--- src/rtl/rte_pkg.sv ---
// Shared types and constants for the RTT timeout estimator.
// No dependencies; every other file of the block imports this package.
`default_nettype none

package rte_pkg;

    // Field and state widths
    localparam int KIND_W = 2;
    localparam int SEQ_W  = 10;
    localparam int TIME_W = 32;
    localparam int CFG_W  = 16;
    localparam int RTT_W  = 24;
    localparam int EST_W  = 27;
    localparam int RTO_W  = 30;

    // Item kinds
    localparam logic [KIND_W-1:0] KIND_SEND    = 2'd0;
    localparam logic [KIND_W-1:0] KIND_ACK     = 2'd1;
    localparam logic [KIND_W-1:0] KIND_RESTART = 2'd2;

    // Configuration register indexes
    localparam logic CFG_INITIAL_RTT = 1'b0;
    localparam logic CFG_INITIAL_RTO = 1'b1;

    // Reset values
    localparam logic [CFG_W-1:0] CFG_RESET  = 16'd250;
    localparam logic [EST_W-1:0] SRTT_RESET = 27'd2000;
    localparam logic [EST_W-1:0] VAR_RESET  = 27'd1000;
    localparam logic [RTT_W-1:0] RTT_MAX    = 24'hFF_FFFF;

    // Job queue between front and back
    localparam int QDEPTH = 2;
    localparam int QAW    = $clog2(QDEPTH);
    localparam int QCW    = $clog2(QDEPTH + 1);

    // Work handed to the estimator
    typedef enum logic [1:0] {
        OP_SAMPLE,
        OP_NOSAMPLE,
        OP_RESTART
    } t_op;

    typedef struct packed {
        t_op              op;
        logic [RTT_W-1:0] rtt;
    } t_job;

    // Configuration seen by the estimator
    typedef struct packed {
        logic [CFG_W-1:0] initial_rtt;
        logic [CFG_W-1:0] initial_rto;
    } t_cfg;

endpackage

`default_nettype wire

--- src/rtl/rte_queue.sv ---
// Short job queue that decouples the front end from the estimator.
// Depends on rte_pkg.
`default_nettype none

module rte_queue (
    input  wire logic          i_clk,
    input  wire logic          i_rst_n,
    input  wire logic          i_push,
    input  rte_pkg::t_job      i_job,
    output logic               o_full,
    input  wire logic          i_pop,
    output rte_pkg::t_job      o_head,
    output logic               o_empty
);
    import rte_pkg::*;

    t_job             r_ent [QDEPTH];
    logic [QAW-1:0]   r_wr_ptr;
    logic [QAW-1:0]   r_rd_ptr;
    logic [QCW-1:0]   r_count;

    assign o_full  = (r_count == QCW'(QDEPTH));
    assign o_empty = (r_count == '0);
    assign o_head  = r_ent[r_rd_ptr];

    // Store the pushed job
    always_ff @(posedge i_clk) begin
        if (i_push) begin
            r_ent[r_wr_ptr] <= i_job;
        end
    end

    // Advance pointers and occupancy
    always_ff @(posedge i_clk) begin
        if (!i_rst_n) begin
            r_wr_ptr <= '0;
            r_rd_ptr <= '0;
            r_count  <= '0;
        end else begin
            if (i_push) begin
                r_wr_ptr <= (r_wr_ptr == QAW'(QDEPTH - 1)) ? '0 : r_wr_ptr + 1'b1;
            end
            if (i_pop) begin
                r_rd_ptr <= (r_rd_ptr == QAW'(QDEPTH - 1)) ? '0 : r_rd_ptr + 1'b1;
            end
            case ({i_push, i_pop})
                2'b10:   r_count <= r_count + 1'b1;
                2'b01:   r_count <= r_count - 1'b1;
                default: r_count <= r_count;
            endcase
        end
    end

    a_no_overflow: assert property (@(posedge i_clk) disable iff (!i_rst_n)
        !(i_push && o_full))
        else $error("job pushed into a full queue");

    a_no_underflow: assert property (@(posedge i_clk) disable iff (!i_rst_n)
        !(i_pop && o_empty))
        else $error("job popped from an empty queue");

endmodule

`default_nettype wire

--- config.mk ---
export PLATFORM = sky130hd
export DESIGN_NAME = rte_queue
export DESIGN_NICKNAME = d
export VERILOG_FILES = /design/src/rtl/rte_pkg.sv /design/src/rtl/rte_queue.sv
export SDC_FILE = /design/constraint.sdc
export NUM_CORES = 1
export LEC_CHECK = 0
export CAP_MARGIN = 5
export CORE_UTILIZATION = 55
export DETAILED_ROUTE_END_ITERATION = 12
export DONT_BUFFER_PORTS = 1
export PLACE_DENSITY = 0.72
export SKIP_CTS_REPAIR_TIMING = 1
export SLEW_MARGIN = 0
export SYNTH_ARGS = -nofsm -noshare
export SYNTH_HDL_FRONTEND = slang
export SYNTH_SLANG_ARGS = --single-unit
--- constraint.sdc ---
create_clock -name i_clk -period 1.9 [get_ports i_clk]
set_clock_uncertainty 0.2 [all_clocks]
set_input_delay 0.285 -clock i_clk [delete_from_list [all_inputs] [get_ports i_clk]]
set_output_delay 0.285 -clock i_clk [all_outputs]
set_load 0.03 [all_outputs]
After elaboration in Yosys (flattened, before gate mapping)
Memory sizes are Yosys's and may differ from the RTL's. A register that Yosys moved wholly into a read port is not among the register bits.
Index checks and enable logic that the tools add are counted.
- memories kept: 1
- register bits: 4
- output and inout port bits: 28
- memory bits (writable): 52
- memory list (name ; depth ; width ; read ports ; clocked after Yosys merged registers in ; write ports ; RTL line ; text):
    r_ent ; 2 ; 26 ; 1 ; 1 ; 1 ; rte_queue.sv:17 ; t_job r_ent [QDEPTH];
- eq/ne operators: 3
- add/sub/neg operators: 4
- muxes and demuxes: 7
- reduce and logical (&&, ||, !) cells: 2
- operators with widths (kind ; count):
    1-bit 2-to-1 mux ; 6
    2-bit equality test (second input constant) ; 2
    2-bit case mux with 2 select lines ; 1
    1-bit adder (second input constant) ; 2
    2-bit by 1-bit adder with 2-bit output (second input constant) ; 1
    2-bit by 1-bit equality test with 1-bit output (second input constant) ; 1
    2-bit zero test ; 1
    2-bit nonzero test ; 1
    2-bit by 1-bit subtractor with 2-bit output (second input constant) ; 1

Longest topological paths before layout
Gate-level depths: netlist of run 1.
- depth in word-level cells: 4
- mapped depth: 5
- gate-level depth less buffers: 5

Least setup slack after synthesis of run 1
No wires, ideal clock.
- path type: input -> register
- start point: in i_push
- end point: mem r_ent[0][0] (netlist bit) (enable)
- data required time: 1.289 ns
- library setup time: 0.411 ns
- arrival: 1.469 ns
- stages on the path: 2
- slack: -0.180 ns
- path through: inv_1 nor2_1
- cells in the longest elaborated chain, start to end: 2
- ends and longest elaborated chain (item ; RTL line ; text):
    start: declaration ; rte_queue.sv:8 ; input wire logic i_push,
    1-bit 2-to-1 mux ; rte_queue.sv:28 ; if (i_push) begin
    1-bit 2-to-1 mux (implied by the code) ; rte_queue.sv:29 ; r_ent[r_wr_ptr] <= i_job;
    end: declaration ; rte_queue.sv:17 ;
No other way between the ends.

==> results of run 1 <==
-- kinds of logic (layout without fill, tap and decap cells) --
kind of cell	after synthesis	count (layout)
DFF	57	57
AOI/OAI and AO/OA	3	3
buffers and inverters	4	51
and+or+nand+nor	9	9
xor gates and xnor gates	3	3
adders and majority gates	1	1
muxes	26	26
-- critical path: stages, from the launching register on --
cell     delay (ns)
dfxtp_1        0.32
buf_4          0.22
mux2_2         0.45
-- cells in the final DEF (no fill, tap or decap) --
cell	Yosys	routed
a21boi_1	1	1
and2_1	4	4
and2b_2	1	1
buf_4	0	6
clkbuf_1	0	5
clkbuf_8	0	10
clkinv_2	0	1
dfxtp_1	5	5
dlygate4sd3_1	0	28
edfxtp_1	52	52
ha_1	1	1
inv_1	1	1
mux2_2	26	26
nor2_1	2	1
nor2_2	0	1
nor2b_1	1	1
o21a_1	1	1
o21ai_0	1	1
or3_1	1	1
xnor2_1	2	2
xor2_1	1	1
-- cell usage after synthesis --
master    number  area, um^2
ha_1           1        12.5
and2b_2        1        8.76
nor2_1         2        7.51
and2_1         4        25.0
dfxtp_1        5         100
edfxtp_1      52        1560
o21a_1         1        7.51
o21ai_0        1        5.00
or3_1          1        6.26
xnor2_1        2        17.5
a21boi_1       1        7.51
nor2b_1        1        6.26
xor2_1         1        8.76
mux2_2        26         293
buf_2          3        15.0
inv_1          1        3.75
-- state kept, by name, summed over array words and instances (netlist names), named ones only --
| register | count |
|---|---|
| r_rd_ptr | 1 |
| r_ent | 52 |
| r_wr_ptr | 1 |
| r_count | 2 |
-- stage by stage --
stage	instances	worst slack, ns	hold slack [ns]
after floorplan	103	0.272	0.184
after CTS	170	0.0860	-0.156
after global placement	154	0.442	0.184
after detailed placement	154	0.436	0.184
final	198	0.111	0.0219
after global routing	198	0.0494	0.0137
-- power breakdown --
part	leakage [nW]	switching (mW)	total [mW]	internal [mW]
clock network	0.0817	0.393	0.902	0.509
logic	0.296	0.232	0.365	0.134
registers	0.530	0.0215	1.47	1.45
total	0.907	0.646	2.73	2.09
-- path summary, 6_finish.rpt --
check / depth (start not counted) / start / endpoint
setup / recovery: 2 / register / o_head[11]
hold / removal: 2 / i_pop / r_rd_ptr$_SDFFE_PN0P_
hold reg to reg: 2 / r_count[1]$_SDFFE_PN0P_ / r_count[1]$_SDFFE_PN0P_
setup reg to reg: 2 / r_wr_ptr$_SDFFE_PN0P_ / r_ent[1][25]$_DFFE_PP_
-- metal layers --
metal / vias to the layer above / share of wire [%]
li1: 480 / -
met1: 493 / 37
met2: 31 / 57
met3: 6 / 4.3
met4: 0 / 1.9
met5: - / 0
-- final cells by class --
type                       count  area share, %
clock inverter                 1          0.191
clock buffer                  15           5.97
timing repair buffer          34           12.4
multi-input combinational     42           15.6
tap                           48           2.29
sequential                    57           63.4
inverter                       1          0.143
==> results.md, run 1 <==
- Status: finished, final reports clean
- Synth Area in Adders: 0.600%
- Clock Path Buffers: 2
- Fin util: 71.6%
- Grt total ovfl: 0
- Area of the multi-input gates: 408 um^2
- Pwr per Cell Area: 1040 nW/um^2
- Synth Area in Compound Gates: 0.960%
- TritonCTS buffer count: 9
- Worst-Skew Late Latency: 0.31 ns
- Die extent in y: 63.6 um
- RSZ-0062 raised after global routing: no
- Max Fclk: 0.559 GHz
- Tot Pwr: 2.73 mW
- Slew @ Worst Pin: 0.587 ns
- Post-synth net total: 134
- Fin area: 2620 um^2
- Final Critical Period: 1.79 ns
- Met2 Track Usage GR: 29.1%
- Synth Area in XOR/XNOR: 1.26%
- Post-synthesis sequential area ratio: 79.7%
- Wire length per cell after detailed routing: 16.5 um
- Critical path class: reg2out
- Core ar.: 3660 um^2
- Total track usage: 16.9%
- RD Place Congestion: 0.627
- CTS tree: yes
- Met3 Use GR: 7.07%
- Critical path arrival: 1.30 ns
- YS warnings: 0
- DR vias: 1010
- CP Launch Type: register
- Initial antenna violation count: 0
- Fraction of layout cells with a size suffix above 1: 30.0%
- WL final: 3.27 mm
- Max_cap viols: 0
- Root Driver: clkbuf_8
- H-Tree Depth: 3
- I/O Pins: 58
- Worst endpoint required time: 1.41 ns
- Post-Syn Instances: 103
- TritonRoute pass-1 iters: 4
- Drt initial violations: 43
- Final Hold Vio Count: 0
- Antenna-violating nets left: 0
- Final Slew Violations: 0
- Clk sinks: 57
- Nets: 176
- Final setup violation count: 0
- Die width: 63.6 um
- Static leakage: 0.907 nW
- Vias per cell: 5.10
- P&R area growth vs syn: 25.6%
- Pin count of the biggest net entering global routing: 15
- DRC Markers: 0
- Max-slew headroom: 60.7%
- Most used routing layer: met2
- IO Port Bufs: 0
- Die ar.: 4040 um^2
- Count of cell types in the netlist: 16
- Largest family of logic cells by synthesized area: multiplexers
- Mapped Area: 2090 um^2
- Clock slew at reported path FFs: 0.05 ns
- Antenna cells: 0
- DP HPWL: 2.02 mm
- CP Max Fanout: 13
- Reg-to-reg slack, setup: 0.68 ns
- Cell row count: 22
- Crit. End Element: primary output
- Synth Register Bits: 57
- Peak VDD IR: 0.682 mV
- Tcrit/Tclk final: 94.1%
- Synth Area in Simple Gates: 2.58%
- Multiplexer share of the synthesized area: 14.0%
- Post-Syn Area per Cell: 20.3 um^2
- First-pass GRT wire length: 4.71 mm
- Register Area: 1660 um^2
- TNS Setup: 0 ns
- # fillers: 240
- Area post-placement: 2180 um^2
- Met1 Track Usage GR: 15.5%
- HP Class: in2reg
- Initial Util: 57.0%
- Number of global-route vias before repair: 1019
No activity file was read; power rests on OpenSTA's default activity.
==> inputs of run 2 (changes only) <==
--- a/config.mk
+++ b/config.mk
@@ -6,10 +6,11 @@
 export NUM_CORES = 1
 export LEC_CHECK = 0
 export CAP_MARGIN = 5
-export CORE_UTILIZATION = 55
+export CORE_UTILIZATION = 60
+export CTS_CLUSTER_SIZE = 25
 export DETAILED_ROUTE_END_ITERATION = 12
 export DONT_BUFFER_PORTS = 1
-export PLACE_DENSITY = 0.72
+export PLACE_DENSITY = 0.75
 export SKIP_CTS_REPAIR_TIMING = 1
 export SLEW_MARGIN = 0
 export SYNTH_ARGS = -nofsm -noshare
==> constraint.sdc (replaced) <==
create_clock -name i_clk -period 1.8 [get_ports i_clk]
set_clock_uncertainty 0.2 [all_clocks]
set_input_delay 0.27 -clock i_clk [delete_from_list [all_inputs] [get_ports i_clk]]
set_output_delay 0.27 -clock i_clk [all_outputs]
set_load 0.03 [all_outputs]
==> run 2 against run 1 <==
  * First-iteration DRC count increased by 9.3%
  * Sequential cell count is the same
  * Register-to-register slack got worse by 0.34 ns
  * Clock power down 7.2%
  * Wire length grew 9.7%
  * Total power rose by 4.3%
  * Critical endpoint is now o_head[24]
  * Largest cell class unchanged
==> results.md, run 2 (synthesis gave the netlist of run 1 again) <==
- Core ar.: 3340 um^2
- Critical path arrival: 1.30 ns
- Vias per cell: 5.31
- Reg-to-Reg Start: r_rd_ptr$_SDFFE_PN0P_
- WL final: 3.59 mm
- TritonCTS buffer count: 9
- TritonRoute pass-1 iters: 4
- Peak VDD IR: 0.808 mV
- Max reg flops: 52
- Most frequent cells in the layout: edfxtp_1 (52), dlygate4sd3_1 (30), mux2_4 (26), clkbuf_4 (9)
- Die extent in y: 61.0 um
- Pin count of the biggest net entering global routing: 15
- Antenna cells: 0
- P_sw: 0.707 mW
- IO Port Bufs: 0
- HP Class: in2reg
- Max Fclk: 0.564 GHz
- Dpl ws: 0.335 ns
- CTS tree: yes
- Clock share of power: 29.3%
- Grt total ovfl: 0
- Slew @ Worst Pin: 0.541 ns
- Pwr per Cell Area: 1040 nW/um^2
- Fin util: 82.4%
- Initial Util: 62.5%
- Tot Pwr: 2.85 mW
- Fin area: 2750 um^2
- Clk sinks: 57
- Area post-placement: 2180 um^2
- Final Critical Period: 1.77 ns
- I/O Pins: 58
- TNS Setup: 0 ns
- Biggest register: r_ent
- Critical path class: reg2out
- Top flop regs: r_ent: 52 flops, r_count: 2 flops
- Initial antenna violation count: 0
- Comb pwr share: 16.2%
- DRC Markers: 0
- Final Slew Violations: 0
- Switch share: 24.8%
- Clock slew at reported path FFs: 0.09 ns
- Status: finished, final reports clean
- Max incr delay on CP: 0.41 ns
- Worst-Skew Late Latency: 0.35 ns
- Worst endpoint required time: 1.33 ns
- DR vias: 1056
- Total track usage: 17.2%
- Nets: 179
- Number of global-route vias before repair: 953
- Crit. End Element: primary output
- Commonest non-fill, non-tap cell in the layout: edfxtp_1
- First-pass GRT wire length: 4.13 mm
- DP HPWL: 1.97 mm
- Drt initial violations: 47
- Final setup violation count: 0
- Worst-path cell chain: buf_12, mux2_4
- Min-Delay Startpoint: i_pop
- CP Launch Type: register
- Slowest stage cell on the critical path: dfxtp_4
- CP Max Fanout: 12
- Tcrit/Tclk final: 98.6%
- P&R area growth vs syn: 31.9%
- Reg power frac: 54.5%
- Clock Path Buffers: 2
- RD Place Congestion: 0.609
- Antenna-violating nets left: 0
- Root Driver: clkbuf_4
- Wire length per cell after detailed routing: 18.0 um
- Final Hold Vio Count: 0
- Max_cap viols: 0
- H-Tree Depth: 3
- Fraction of layout cells with a size suffix above 1: 31.4%
- Die width: 61.0 um
- Die ar.: 3720 um^2
- RSZ-0062 raised after global routing: yes
- Cell internal pwr: 2.15 mW
- Static leakage: 1.02 nW
- Final worst slack: 0.0259 ns
- Cell row count: 21
- Max-slew headroom: 63.8%
==> run 2: final cells by class <==
type / instances / area, um^2
repair buffers: 37 / 395
multi-input cells: 42 / 505
fillers: 171 / 587
clock buffers: 12 / 78.8
well taps: 46 / 57.6
clock inverters: 4 / 43.8
flip-flops and latches: 57 / 1670
inverters: 1 / 3.75
==> run 2: worst paths after layout <==
| kind | to | slack, ns | depth (start not counted) |
|---|---|---|---|
| worst max register to register | register | 0.34 | 3 |
| worst max-delay path | o_head[24] | 0.03 | 2 |
| worst min-delay path | r_count[1]$_SDFFE_PN0P_ | 0.08 | 3 |
| worst min register to register | r_count[1]$_SDFFE_PN0P_ | 0.31 | 2 |
==> run 2: per-stage QoR <==
stage	hold slack, ns	cells
detailed placement	0.169	152
floorplan	0.169	103
global placement	0.169	152
CTS	-0.229	168
global route	0.0612	199
finish	0.0820	199
==> run 2: worst max-delay path, delay by kind of cell, from the launching register on <==
kind | cells | cell delay, ns
flip-flops | 1 | 0.41
multiplexers | 1 | 0.37
buffers and inverters | 1 | 0.17
==> run 2: power by group through the flow <==
stage | clock network [mW] | registers, mW | logic, mW
after floorplan | 0 | 1.57 | 0.291
after global placement | 0 | 1.57 | 0.325
after detailed placement | 0 | 1.58 | 0.329
after CTS | 0.843 | 1.55 | 0.331
after global routing | 0.913 | 1.56 | 0.486
final | 0.837 | 1.55 | 0.462
==> run 2: metal layers <==
| layer | vias to the layer above | GRT usage (%) | part of all wire, % |
|---|---|---|---|
| met5 | - | 0 | 0 |
| li1 | 486 | - | - |
| met2 | 44 | 27.6 | 55 |
| met1 | 520 | 16.8 | 38 |
| met4 | 0 | 13.3 | 1.2 |
| met3 | 6 | 8.74 | 6.4 |
