--- src/rtl/rte_pkg.sv ---
// Shared types and constants for the RTT timeout estimator.
// No dependencies; every other file of the block imports this package.
`default_nettype none

package rte_pkg;

    // Field and state widths
    localparam int KIND_W = 2;
    localparam int SEQ_W  = 10;
    localparam int TIME_W = 32;
    localparam int CFG_W  = 16;
    localparam int RTT_W  = 24;
    localparam int EST_W  = 27;
    localparam int RTO_W  = 30;

    // Item kinds
    localparam logic [KIND_W-1:0] KIND_SEND    = 2'd0;
    localparam logic [KIND_W-1:0] KIND_ACK     = 2'd1;
    localparam logic [KIND_W-1:0] KIND_RESTART = 2'd2;

    // Configuration register indexes
    localparam logic CFG_INITIAL_RTT = 1'b0;
    localparam logic CFG_INITIAL_RTO = 1'b1;

    // Reset values
    localparam logic [CFG_W-1:0] CFG_RESET  = 16'd250;
    localparam logic [EST_W-1:0] SRTT_RESET = 27'd2000;
    localparam logic [EST_W-1:0] VAR_RESET  = 27'd1000;
    localparam logic [RTT_W-1:0] RTT_MAX    = 24'hFF_FFFF;

    // Job queue between front and back
    localparam int QDEPTH = 2;
    localparam int QAW    = $clog2(QDEPTH);
    localparam int QCW    = $clog2(QDEPTH + 1);

    // Work handed to the estimator
    typedef enum logic [1:0] {
        OP_SAMPLE,
        OP_NOSAMPLE,
        OP_RESTART
    } t_op;

    typedef struct packed {
        t_op              op;
        logic [RTT_W-1:0] rtt;
    } t_job;

    // Configuration seen by the estimator
    typedef struct packed {
        logic [CFG_W-1:0] initial_rtt;
        logic [CFG_W-1:0] initial_rto;
    } t_cfg;

endpackage

`default_nettype wire

--- src/rtl/rte_back.sv ---
// Back end: smoothed RTT and variance state, update sequencer and result register.
// Depends on rte_pkg.
`default_nettype none

module rte_back (
    input  wire logic                     i_clk,
    input  wire logic                     i_rst_n,
    input  rte_pkg::t_cfg                 i_cfg,
    input  rte_pkg::t_job                 i_head,
    input  wire logic                     i_empty,
    output logic                          o_pop,
    output logic                          o_out_valid,
    input  wire logic                     i_out_ready,
    output logic [rte_pkg::RTO_W-1:0]     o_rto_eighths,
    output logic [rte_pkg::RTT_W-1:0]     o_rtt_ms,
    output logic                          o_sample_used
);
    import rte_pkg::*;

    typedef enum logic [1:0] {
        S_IDLE,
        S_UPD,
        S_OUT
    } t_state;

    t_state             r_state;
    logic [EST_W-1:0]   r_srtt;
    logic [EST_W-1:0]   r_var;
    logic signed [27:0] r_err;
    logic [RTT_W-1:0]   r_rtt;
    logic               r_used;
    logic               r_out_valid;
    logic [RTO_W-1:0]   r_out_rto;
    logic [RTT_W-1:0]   r_out_rtt;
    logic               r_out_used;

    logic signed [27:0] err_new;
    logic signed [27:0] err_sh;
    logic [27:0]        mag;
    logic signed [28:0] s_sum;
    logic signed [28:0] d_diff;
    logic signed [28:0] d_sh;
    logic signed [28:0] v_sum;
    logic [RTO_W-1:0]   rto_sum;
    logic               out_free;
    logic               load_out;

    assign o_pop         = (r_state == S_IDLE) && !i_empty;
    assign out_free      = !r_out_valid || i_out_ready;
    assign load_out      = (r_state == S_OUT) && out_free;
    assign o_out_valid   = r_out_valid;
    assign o_rto_eighths = r_out_rto;
    assign o_rtt_ms      = r_out_rtt;
    assign o_sample_used = r_out_used;

    // Error of the new sample against the smoothed RTT
    assign err_new = $signed({1'b0, i_head.rtt, 3'b000}) - $signed({1'b0, r_srtt});

    // Smoothed RTT and variance updates, arithmetic shifts
    always_comb begin
        err_sh  = r_err >>> 3;
        s_sum   = $signed({2'b00, r_srtt}) + $signed({err_sh[27], err_sh});
        mag     = r_err[27] ? 28'(-r_err) : 28'(r_err);
        d_diff  = $signed({1'b0, mag}) - $signed({2'b00, r_var});
        d_sh    = d_diff >>> 2;
        v_sum   = $signed({2'b00, r_var}) + d_sh;
        rto_sum = {3'b000, r_srtt} + {1'b0, r_var, 2'b00};
    end

    // Sequencer, estimator state and result register
    always_ff @(posedge i_clk) begin
        if (!i_rst_n) begin
            r_state     <= S_IDLE;
            r_srtt      <= SRTT_RESET;
            r_var       <= VAR_RESET;
            r_out_valid <= 1'b0;
        end else begin
            // Load a new word, or drop the one taken by the receiver
            if (load_out) begin
                r_out_valid <= 1'b1;
            end else if (i_out_ready) begin
                r_out_valid <= 1'b0;
            end
            case (r_state)
                S_IDLE: begin
                    if (o_pop) begin
                        case (i_head.op)
                            OP_RESTART: begin
                                r_srtt <= EST_W'({i_cfg.initial_rtt, 3'b000});
                                r_var  <= EST_W'({i_cfg.initial_rtt, 2'b00});
                            end
                            OP_NOSAMPLE: begin
                                r_used  <= 1'b0;
                                r_rtt   <= '0;
                                r_state <= S_OUT;
                            end
                            OP_SAMPLE: begin
                                r_used  <= 1'b1;
                                r_rtt   <= i_head.rtt;
                                r_err   <= err_new;
                                r_state <= S_UPD;
                            end
                            default: r_state <= S_IDLE;
                        endcase
                    end
                end
                S_UPD: begin
                    r_srtt  <= s_sum[EST_W-1:0];
                    r_var   <= v_sum[EST_W-1:0];
                    r_state <= S_OUT;
                end
                S_OUT: begin
                    if (load_out) begin
                        r_out_rto   <= r_used ? rto_sum
                                              : RTO_W'({i_cfg.initial_rto, 3'b000});
                        r_out_rtt   <= r_rtt;
                        r_out_used  <= r_used;
                        r_state     <= S_IDLE;
                    end
                end
                default: r_state <= S_IDLE;
            endcase
        end
    end

    a_nosample_zero_rtt: assert property (@(posedge i_clk) disable iff (!i_rst_n)
        (r_out_valid && !r_out_used) |-> (r_out_rtt == '0))
        else $error("result without sample carries a nonzero RTT");

    a_sample_updates: assert property (@(posedge i_clk) disable iff (!i_rst_n)
        (o_pop && (i_head.op == OP_SAMPLE)) |=> (r_state == S_UPD))
        else $error("sampled ack did not enter the update step");

    a_hold_result: assert property (@(posedge i_clk) disable iff (!i_rst_n)
        ((r_state == S_OUT) && !out_free) |=> (r_state == S_OUT))
        else $error("pending result dropped while output stalled");

    a_restart_no_result: assert property (@(posedge i_clk) disable iff (!i_rst_n)
        (o_pop && (i_head.op == OP_RESTART) && !r_out_valid) |=> !r_out_valid)
        else $error("restart produced a result");

endmodule

`default_nettype wire

--- config.mk ---
export PLATFORM = sky130hd
export DESIGN_NAME = rte_back
export DESIGN_NICKNAME = d
export VERILOG_FILES = /design/src/rtl/rte_pkg.sv /design/src/rtl/rte_back.sv
export SDC_FILE = /design/constraint.sdc
export NUM_CORES = 1
export LEC_CHECK = 0
export ABC_CLOCK_PERIOD_IN_PS = 5200
export BUFFER_PORTS_ARGS = -buffer_cell sky130_fd_sc_hd__buf_4
export CORE_MARGIN = 2
export CORE_UTILIZATION = 40
export CTS_CLUSTER_SIZE = 10
export DETAILED_ROUTE_END_ITERATION = 7
export PLACE_DENSITY_LB_ADDON = 0.2
export SETUP_SLACK_MARGIN = 0.05
export SYNTH_ARGS = -nofsm -noshare
export SYNTH_HDL_FRONTEND = slang
export SYNTH_SLANG_ARGS = --single-unit
--- constraint.sdc ---
create_clock -name i_clk -period 5.2 [get_ports i_clk]
set_clock_uncertainty 0.05 [all_clocks]
set_input_delay 0.26 -clock i_clk [delete_from_list [all_inputs] [get_ports i_clk]]
set_output_delay 0.26 -clock i_clk [all_outputs]
set_load 0.05 [all_outputs]
== Word level (Yosys, flattened, before mapping) ==
Cells that the tools add are included.

* Logic and storage cells: 56
* Input port bits: 62
* Output and inout port bits: 57
* Bits in registers: 165

* Multiplexer cells: 16
* Add/subtract/negate cells: 6
* Reduce and logical (&&, ||, !) cells: 15
* Equality and inequality tests: 8

{| class="wikitable"
|+ Operator list
! operator !! count
|-
| two-way mux 27 bit || 4
|-
| one-hot mux 27 bit (2 select lines) || 2
|-
| one-hot mux 24 bit (2 select lines) || 1
|-
| adder 27 x 29 -> 30 bit || 1
|-
| subtractor 28 x 27 -> 29 bit || 1
|-
| two-way mux 28 bit || 1
|-
| negation 28 bit || 1
|-
| subtractor 27 x 27 -> 28 bit || 1
|-
| adder 27 x 25 -> 27 bit || 1
|-
| adder 27 bit || 1
|-
| two-way mux 19 bit || 1
|-
| one-hot mux 2 bit (3 select lines) || 2
|-
| AND reduction 3 bit || 3
|-
| AND reduction 4 bit || 2
|-
| != test 2 bit (second input constant) || 3
|-
| nonzero test 2 bit || 3
|-
| equality test 2 x 1 -> 1 bit (second input constant) || 2
|-
| equality test 2 bit (second input constant) || 2
|-
| zero test 2 bit || 2
|-
| two-way mux 2 bit || 2
|-
| logical AND 1 bit || 2
|-
| zero test 1 bit || 2
|-
| two-way mux 1 bit || 2
|-
| != test 2 x 1 -> 1 bit (second input constant) || 1
|-
| other kinds (2) || 2
|}

== Longest topological paths before layout ==
Gate-level depths: netlist (run 1).

* Depth after elaboration: 5
* Gate-level depth with buffers: 28
* Gate-level depth less buffers: 27

== Worst setup path after synthesis (run 1) ==
OpenSTA, ideal clock, no wires.

* Kind: reg2reg
* Start: reg r_err[3]
* End: reg r_var[25]
* Buffers on the path: 1
* Slack: -0.316 ns
* Data arrival time: 5.338 ns
* Cell stages (with the launch flop): 25
* Library setup time: 0.128 ns
* Required time: 5.022 ns
* Period minus slack after synthesis: 5.516 ns
* Cells stage by stage: edfxtp_1 -> or4_4 -> or4_2 -> o31ai_1 -> xnor2_1 -> ha_1 -> and3_1 -> nand3_1 -> inv_1 -> a211o_1 -> a21oi_1 -> o211ai_1 -> a21oi_1 -> nor2_1 -> a211oi_1 -> ha_1 -> clkbuf_1 -> and3_1 -> and3_1 -> a41o_1 -> a21oi_1 -> o21ai_0 -> a41oi_1 -> xnor2_1 -> o21ai_0

* Word-level cells in the longest chain between the ends: 5

{| class="wikitable"
|+ Ends and longest elaborated chain
! what !! line !! text
|-
| start, declared || rte_back.sv:29 || <nowiki>logic signed [27:0] r_err;</nowiki>
|-
| start signal, assigned || rte_back.sv:100 || <nowiki>r_err <= err_new;</nowiki>
|-
| negation 28 bit || rte_back.sv:63 || <nowiki>mag = r_err[27] ? 28'(-r_err) : 28'(r_err);</nowiki>
|-
| two-way mux 28 bit (*) || rte_back.sv:63 ||
|-
| subtractor 28 x 27 -> 29 bit (*) || rte_back.sv:64 || <nowiki>d_diff = $signed({1'b0, mag}) - $signed({2'b00, r_var});</nowiki>
|-
| adder 27 bit (*) || rte_back.sv:66 || <nowiki>v_sum = $signed({2'b00, r_var}) + d_sh;</nowiki>
|-
| one-hot mux 27 bit (2 select lines) (*) || rte_back.sv:84 || <nowiki>case (r_state)</nowiki>
|-
| end signal, assigned || rte_back.sv:90 || <nowiki>r_var <= EST_W'({i_cfg.initial_rtt, 2'b00});</nowiki>
|-
| end signal, assigned || rte_back.sv:109 || <nowiki>r_var <= v_sum[EST_W-1:0];</nowiki>
|-
| end, declared || rte_back.sv:28 || <nowiki>logic [EST_W-1:0] r_var;</nowiki>
|}

Every way passes the cells marked *; elsewhere a longest branch is shown, timed or not.
A chain may end at the register's enable or synchronous reset.

== Final worst setup path (run 1) ==
* Start: reg r_err[1]
* End: reg r_var[26]

The elaborated chain is that of the path after synthesis.

==> flow_summary.json, run 1 <==
{
  "status": "finished, violations left",
  "violations": "setup timing",
  "drive_gt1_share_pct": 20.9,
  "dr_wl_met3_um": 1990,
  "netSwitchingPower_mw": 1.28,
  "ys_warn_count": 0,
  "period_share_pct": 103,
  "arrival_ps": 5690,
  "io_pins": 119,
  "dp_cells": 1911,
  "synth.yosys.seq_area_share_pct": 35.0,
  "cts_tree": "built",
  "p_per_area_nw_per_um2": 260,
  "cts_max_level": 4,
  "r2r_slack_ps": -160,
  "top_layer": "met4",
  "first_iter_violations": 860,
  "clock_sinks": 165,
  "r2r-end": "r_var[26]",
  "grt_usage_pct": 21.4,
  "p_clk_share_pct": 32.5,
  "overflow": 0,
  "nets": 1746,
  "syn_inst": 1363,
  "design.core.area_sq_um": 30700,
  "max_stage_delay_ps": 540,
  "row_count": 64,
  "port_buffers": 118,
  "worst_setup_path_start_kind": "flop",
  "maxCapViolCount": 0,
  "synth-seq-cells": 165,
  "crit_type": "reg -> reg",
  "worstSkewPairLatency_ps": 440,
  "syn-mean-instance-area_sq_um": 9.19,
  "grt_pass1_wl_um": 55200,
  "antenna_found_initial": 0,
  "max_freq_mhz": 186,
  "fin_cells": 1961,
  "synth_area_sq_um": 12500,
  "layout_common_cells": "203 x buf_4, 128 x ha_1, 108 x edfxtp_1",
  "timing.final.hold_violations": 0,
  "synth_cell_type_count": 67,
  "crit_slowest_cell": "or4_4",
  "p_sw_share_pct": 32.1,
  "power.internal_mw": 2.71,
  "worst_slew_pin_slew_ps": 1020,
  "cts-root-buf": "clkbuf_16",
  "firstDrtPassIters": 5,
  "rsz0062_at_grt": "yes",
  "min_path_cells": 2,
  "crit_chain": "or4_4 -> or4_4 -> o31ai_4 -> xnor2_1 -> ha_1 -> and3_4 -> nand3_2 -> inv_1 -> a211o_1 -> a21oi_2 -> buf_4 -> o211ai_1 -> a21oi_2 -> xnor2_1 -> ha_2 -> nand3_1 -> a21oi_1 -> a311oi_2 -> o21ai_1 -> a21o_1 -> a211oi_2 -> xor2_1 -> or3_1 -> o21ai_1",
  "reg2reg_from": "r_err[1]",
  "worstHoldEndpoint": "r_rtt[14]",
  "p_comb_share_pct": 30.1,
  "wirelength_um": 35400,
  "wl_per_cell_um": 18.1,
  "initial_core_util_pct": 40.7,
  "die_area_sq_um": 32700,
  "p_leak_nw": 6.54,
  "dieWidth_um": 181,
  "cp.required_ps": 5530,
  "antenna_cells": 0,
  "timing.slew.headroom_pct": 32.0,
  "crit_start": "r_err[1]",
  "r2r_cells": 24,
  "hold_slack_ps": 61.0,
  "maxSlewViolCount": 0,
  "path_clk_slew_ps": 80,
  "fin_ws_ps": -164,
  "wl_met2_um": 15200,
  "wl_met1_um": 17600,
  "gp_congestion": 0.912,
  "syn_nets": 1557,
  "grt_max_degree": 56,
  "synthFlopType": "edfxtp_1",
  "p_seq_share_pct": 37.4,
  "setup_viol": 5,
  "min_from": "i_head[14]",
  "routed_via_density": 5.54,
  "numCtsBuffers": 17,
  "vias": 10900,
  "min_path_type": "in -> reg",
  "crit_fanout": 4,
  "syn_to_final_growth_pct": 22.5,
  "synth_async_sr_flop_share_pct": 0,
  "grt_pass1_vias": 10400,
  "ant_nets": 0,
  "die_h_um": 181,
  "final_period_minus_worst_setup_slack_ps": 5360,
  "layout_commonest_cell": "buf_4",
  "clockBufferDepth": 2,
  "synth_edf_count": 108,
  "dp_hpwl_um": 26300,
  "vdd_ir_drop_max_uv": 197,
  "drc_errors": 0,
  "endpoint_kind": "flop"
}
## cells in the mapped netlist, drive strengths merged (12+ instances only)
library cell	count	area, sq um
nor3	18	90.1
a21oi	114	571
nor2	74	278
nand2b	21	131
o21ai	84	420
a211oi	14	105
dfxtp	57	1140
a21o	65	488
clkbuf	33	134
nand3	34	170
and2	46	288
o21a	21	158
xnor2	93	815
o31ai	16	120
o21bai	15	113
nor2b	19	119
mux2	12	135
inv	90	338
ha	129	1610
and3	16	100
o211ai	27	203
edfxtp	108	3240
nand2	91	342
xor2	37	324
## layer usage
metal	vias up	GRT usage [%]
li1	5373	-
met1	5111	31.3
met2	338	33.0
met3	37	2.84
met4	0	5.92
met5	-	0
## timing repair
item / CTS / global route
setup buffers: 6 / 11
resized for setup: 30 / 49
setup endpoints to repair: 8 / 13
hold buffers: 1 / 0
gates cloned: 0 / 0
hold endpoints to repair: 1 / 0
pin swaps: 18 / 42
## final cells by class
cell class | instances | area, sq um
clock inverters | 14 | 150
well taps | 396 | 495
multi-input cells | 1071 | 7980
clock buffers | 18 | 429
inverters | 90 | 338
flip-flops and latches | 165 | 4380
fillers | 2852 | 15400
repair buffers | 207 | 1570
## worst max path at each step
stage | end | slack, ps | cells after the start
finish | r_var[26] | -160 | 24
floorplan | r_var[25] | 40 | 24
global placement | r_var[26] | -120 | 25
detailed placement | r_var[26] | -300 | 25
CTS | r_var[26] | -130 | 24
global route | r_var[26] | -470 | 24
## state kept, by name, summed over array words and instances (netlist names)
name and cells:
o_rto_eighths 30, r_err 28, r_srtt 27, r_var 27, o_rtt_ms 24, r_rtt 24
r_state 2, o_out_valid 1, o_sample_used 1, r_used 1
## power by group through the flow
stage	clock network (mW)	registers (mW)	logic, mW
6_report	1.29	1.49	1.20
3_5_place_dp	0	1.52	1.09
5_1_grt	1.37	1.50	1.32
3_3_place_gp	0	1.52	1.08
4_1_cts	1.32	1.49	1.12
2_1_floorplan	0	1.53	0.761
## metrics by stage
stage / utilization (%) / power, mW / setup slack (ps) / TNS [ps] / cell area, sq um
2_1_floorplan: - / 2.29 / 40.9 / 0 / 12600
3_3_place_gp: 46.6 / 2.60 / -117 / -334 / 14300
3_5_place_dp: 46.6 / 2.61 / -299 / -1020 / 14300
4_1_cts: 49.0 / 3.93 / -128 / -319 / 15100
5_1_grt: 49.9 / 4.18 / -469 / -2600 / 15300
6_report: 49.9 / 3.99 / -164 / -537 / 15300
## logic make-up after synthesis
logic type | after synthesis | synth area share, %
AOI/OAI and AO/OA | 421 | 21.8
xor gates and xnor gates | 130 | 9.09
adders and majority gates | 132 | 13.4
buffers and inverters | 127 | 3.95
DFF | 165 | 35.0
muxes | 16 | 1.40
and+or+nand+nor | 372 | 15.4
## worst max-delay path, delay by kind of cell (launching register included)
kind                     cells  cell delay [ps]
AO/OA/AOI/OAI               11             1940
XOR/XNOR                     3              390
adder cells (fa/ha/maj)      2              590
buffers and inverters        2              180
flip-flops                   1              440
AND/OR/NAND/NOR              6             1690
(Power assumes the default switching activity.)
==> inputs of run 2 (changes only) <==
ABC_CLOCK_PERIOD_IN_PS = 6100   (was 5200)
clock period = 6.1 ns   (was 5.2 ns; I/O delays follow)
==> flow_summary.json, run 2 (synthesis gave the netlist of run 1 again) <==
{
  "status": "finished clean",
  "gp_congestion": 0.900,
  "dp_hpwl_um": 25600,
  "grt_pass1_wl_um": 53500,
  "netSwitchingPower_mw": 1.04,
  "top_layer": "met4",
  "clockBufferDepth": 2,
  "wirelength_um": 33900,
  "wl_met1_um": 17400,
  "p_per_area_nw_per_um2": 223,
  "maxCapViolCount": 0,
  "dieWidth_um": 181,
  "p_comb_share_pct": 27.5,
  "die_area_sq_um": 32700,
  "numCtsBuffers": 17,
  "dp_cells": 1849,
  "row_count": 64,
  "first_iter_violations": 873,
  "rsz0062_at_grt": "yes",
  "timing.slew.headroom_pct": 52.2,
  "fin_cells": 1882,
  "min_path_type": "in -> reg",
  "syn_to_final_growth_pct": 15.4,
  "layout_commonest_cell": "buf_4",
  "firstDrtPassIters": 5,
  "power.internal_mw": 2.18,
  "tns_ps": 0,
  "crit_type": "reg -> reg",
  "layout_common_cells": "128 x buf_4, 127 x ha_1, 110 x a21oi_1",
  "grt_usage_pct": 20.7,
  "dr_wl_met3_um": 1970,
  "p_sw_share_pct": 32.3,
  "vdd_ir_drop_max_uv": 180,
  "p_clk_share_pct": 32.9,
  "worstSkewPairLatency_ps": 450,
  "path_clk_slew_ps": 80,
  "initial_core_util_pct": 40.7,
  "worst_slew_pin_slew_ps": 717,
  "crit_fanout": 6,
  "cts-root-buf": "clkbuf_16",
  "setup_viol": 0,
  "cts_tree": "built",
  "io_pins": 119,
  "antenna_found_initial": 0,
  "cts_max_level": 4,
  "p_seq_share_pct": 39.6,
  "ant_nets": 0,
  "p_leak_nw": 6.08,
  "timing.final.hold_violations": 0,
  "maxSlewViolCount": 0,
  "largest_reg_flops": 30,
  "design.core.area_sq_um": 30700,
  "routed_via_density": 5.56,
  "die_h_um": 181,
  "cp.required_ps": 6430,
  "arrival_ps": 6130,
  "overflow": 0,
  "grt_pass1_vias": 9944,
  "wl_met2_um": 14100,
  "max_freq_mhz": 172,
  "grt_max_degree": 56,
  "vias": 10500,
  "period_share_pct": 95.2,
  "nets": 1667,
  "drive_gt1_share_pct": 13.7,
  "clock_sinks": 165,
  "port_buffers": 118,
  "hold_slack_ps": 23.6,
  "final_period_minus_worst_setup_slack_ps": 5810,
  "wl_per_cell_um": 18.0,
  "antenna_cells": 0,
  "endpoint_kind": "flop",
  "worst_setup_path_start_kind": "flop",
  "drc_errors": 0
}
==> run 2: layer usage <==
| metal | GRT usage (%) | vias up |
|---|---|---|
| li1 | - | 5205 |
| met2 | 31.0 | 297 |
| met3 | 2.92 | 40 |
| met1 | 31.4 | 4926 |
| met4 | 4.91 | 0 |
| met5 | 0 | - |
==> run 2: power groups by stage <==
stage | Sequential [mW] | Combinational, mW | Clock, mW
after CTS | 1.27 | 0.871 | 1.08
after global placement | 1.30 | 0.857 | 0
final | 1.28 | 0.884 | 1.06
after floorplan | 1.30 | 0.644 | 0
after detailed placement | 1.30 | 0.863 | 0
after global routing | 1.28 | 0.985 | 1.12
==> run 2: repair_timing <==
action,4_1_cts,5_1_grt
resized for setup,0,14
buffers inserted,0,1
hold buffers,0,0
setup endpoints to repair,0,8
==> run 2: worst max-delay path, stage by stage (launching register included) <==
cell,delay [ps]
edfxtp_1,460
or4_4,600
or4_2,600
o31ai_2,220
xnor2_1,160
ha_1,300
and3_1,210
nand3_1,100
inv_1,50
a211o_1,330
a21oi_2,240
nor2b_1,90
o21a_1,180
o21ai_0,150
a21oi_1,90
ha_1,360
a21oi_2,180
a21oi_1,100
a311oi_2,220
o21ai_0,110
a21o_1,200
a211oi_1,240
xor2_1,110
or3_1,300
o21ai_0,70
==> run 2: layout make-up <==
cell class | count | area [sq um]
fill | 2951 | 16300
multi-input combinational | 1071 | 7720
sequential | 165 | 4380
timing repair buffer | 128 | 961
tap | 396 | 495
clock buffer | 17 | 425
inverter | 90 | 338
clock inverter | 15 | 130
==> run 2: worst paths after layout <==
kind	endpoint	cells past startpoint	slack (ps)	from
max	r_var[26]	24	290	r_err[3]
min	r_state[0]	2	20	i_head[24]
max reg2reg	r_var[26]	24	290	r_err[3]
min reg2reg	o_rtt_ms[0]	0	370	r_rtt[0]
==> run 2: metrics by stage <==
step                      power, mW  util (%)  setup WS, ps  cell area [sq um]
final                          3.22      47.0           292              14500
after global routing           3.39      47.0          21.5              14500
after CTS                      3.23      46.8           139              14400
after detailed placement       2.16      45.0           161              13800
after global placement         2.15      45.0           257              13800
after floorplan                1.95         -           584              12500
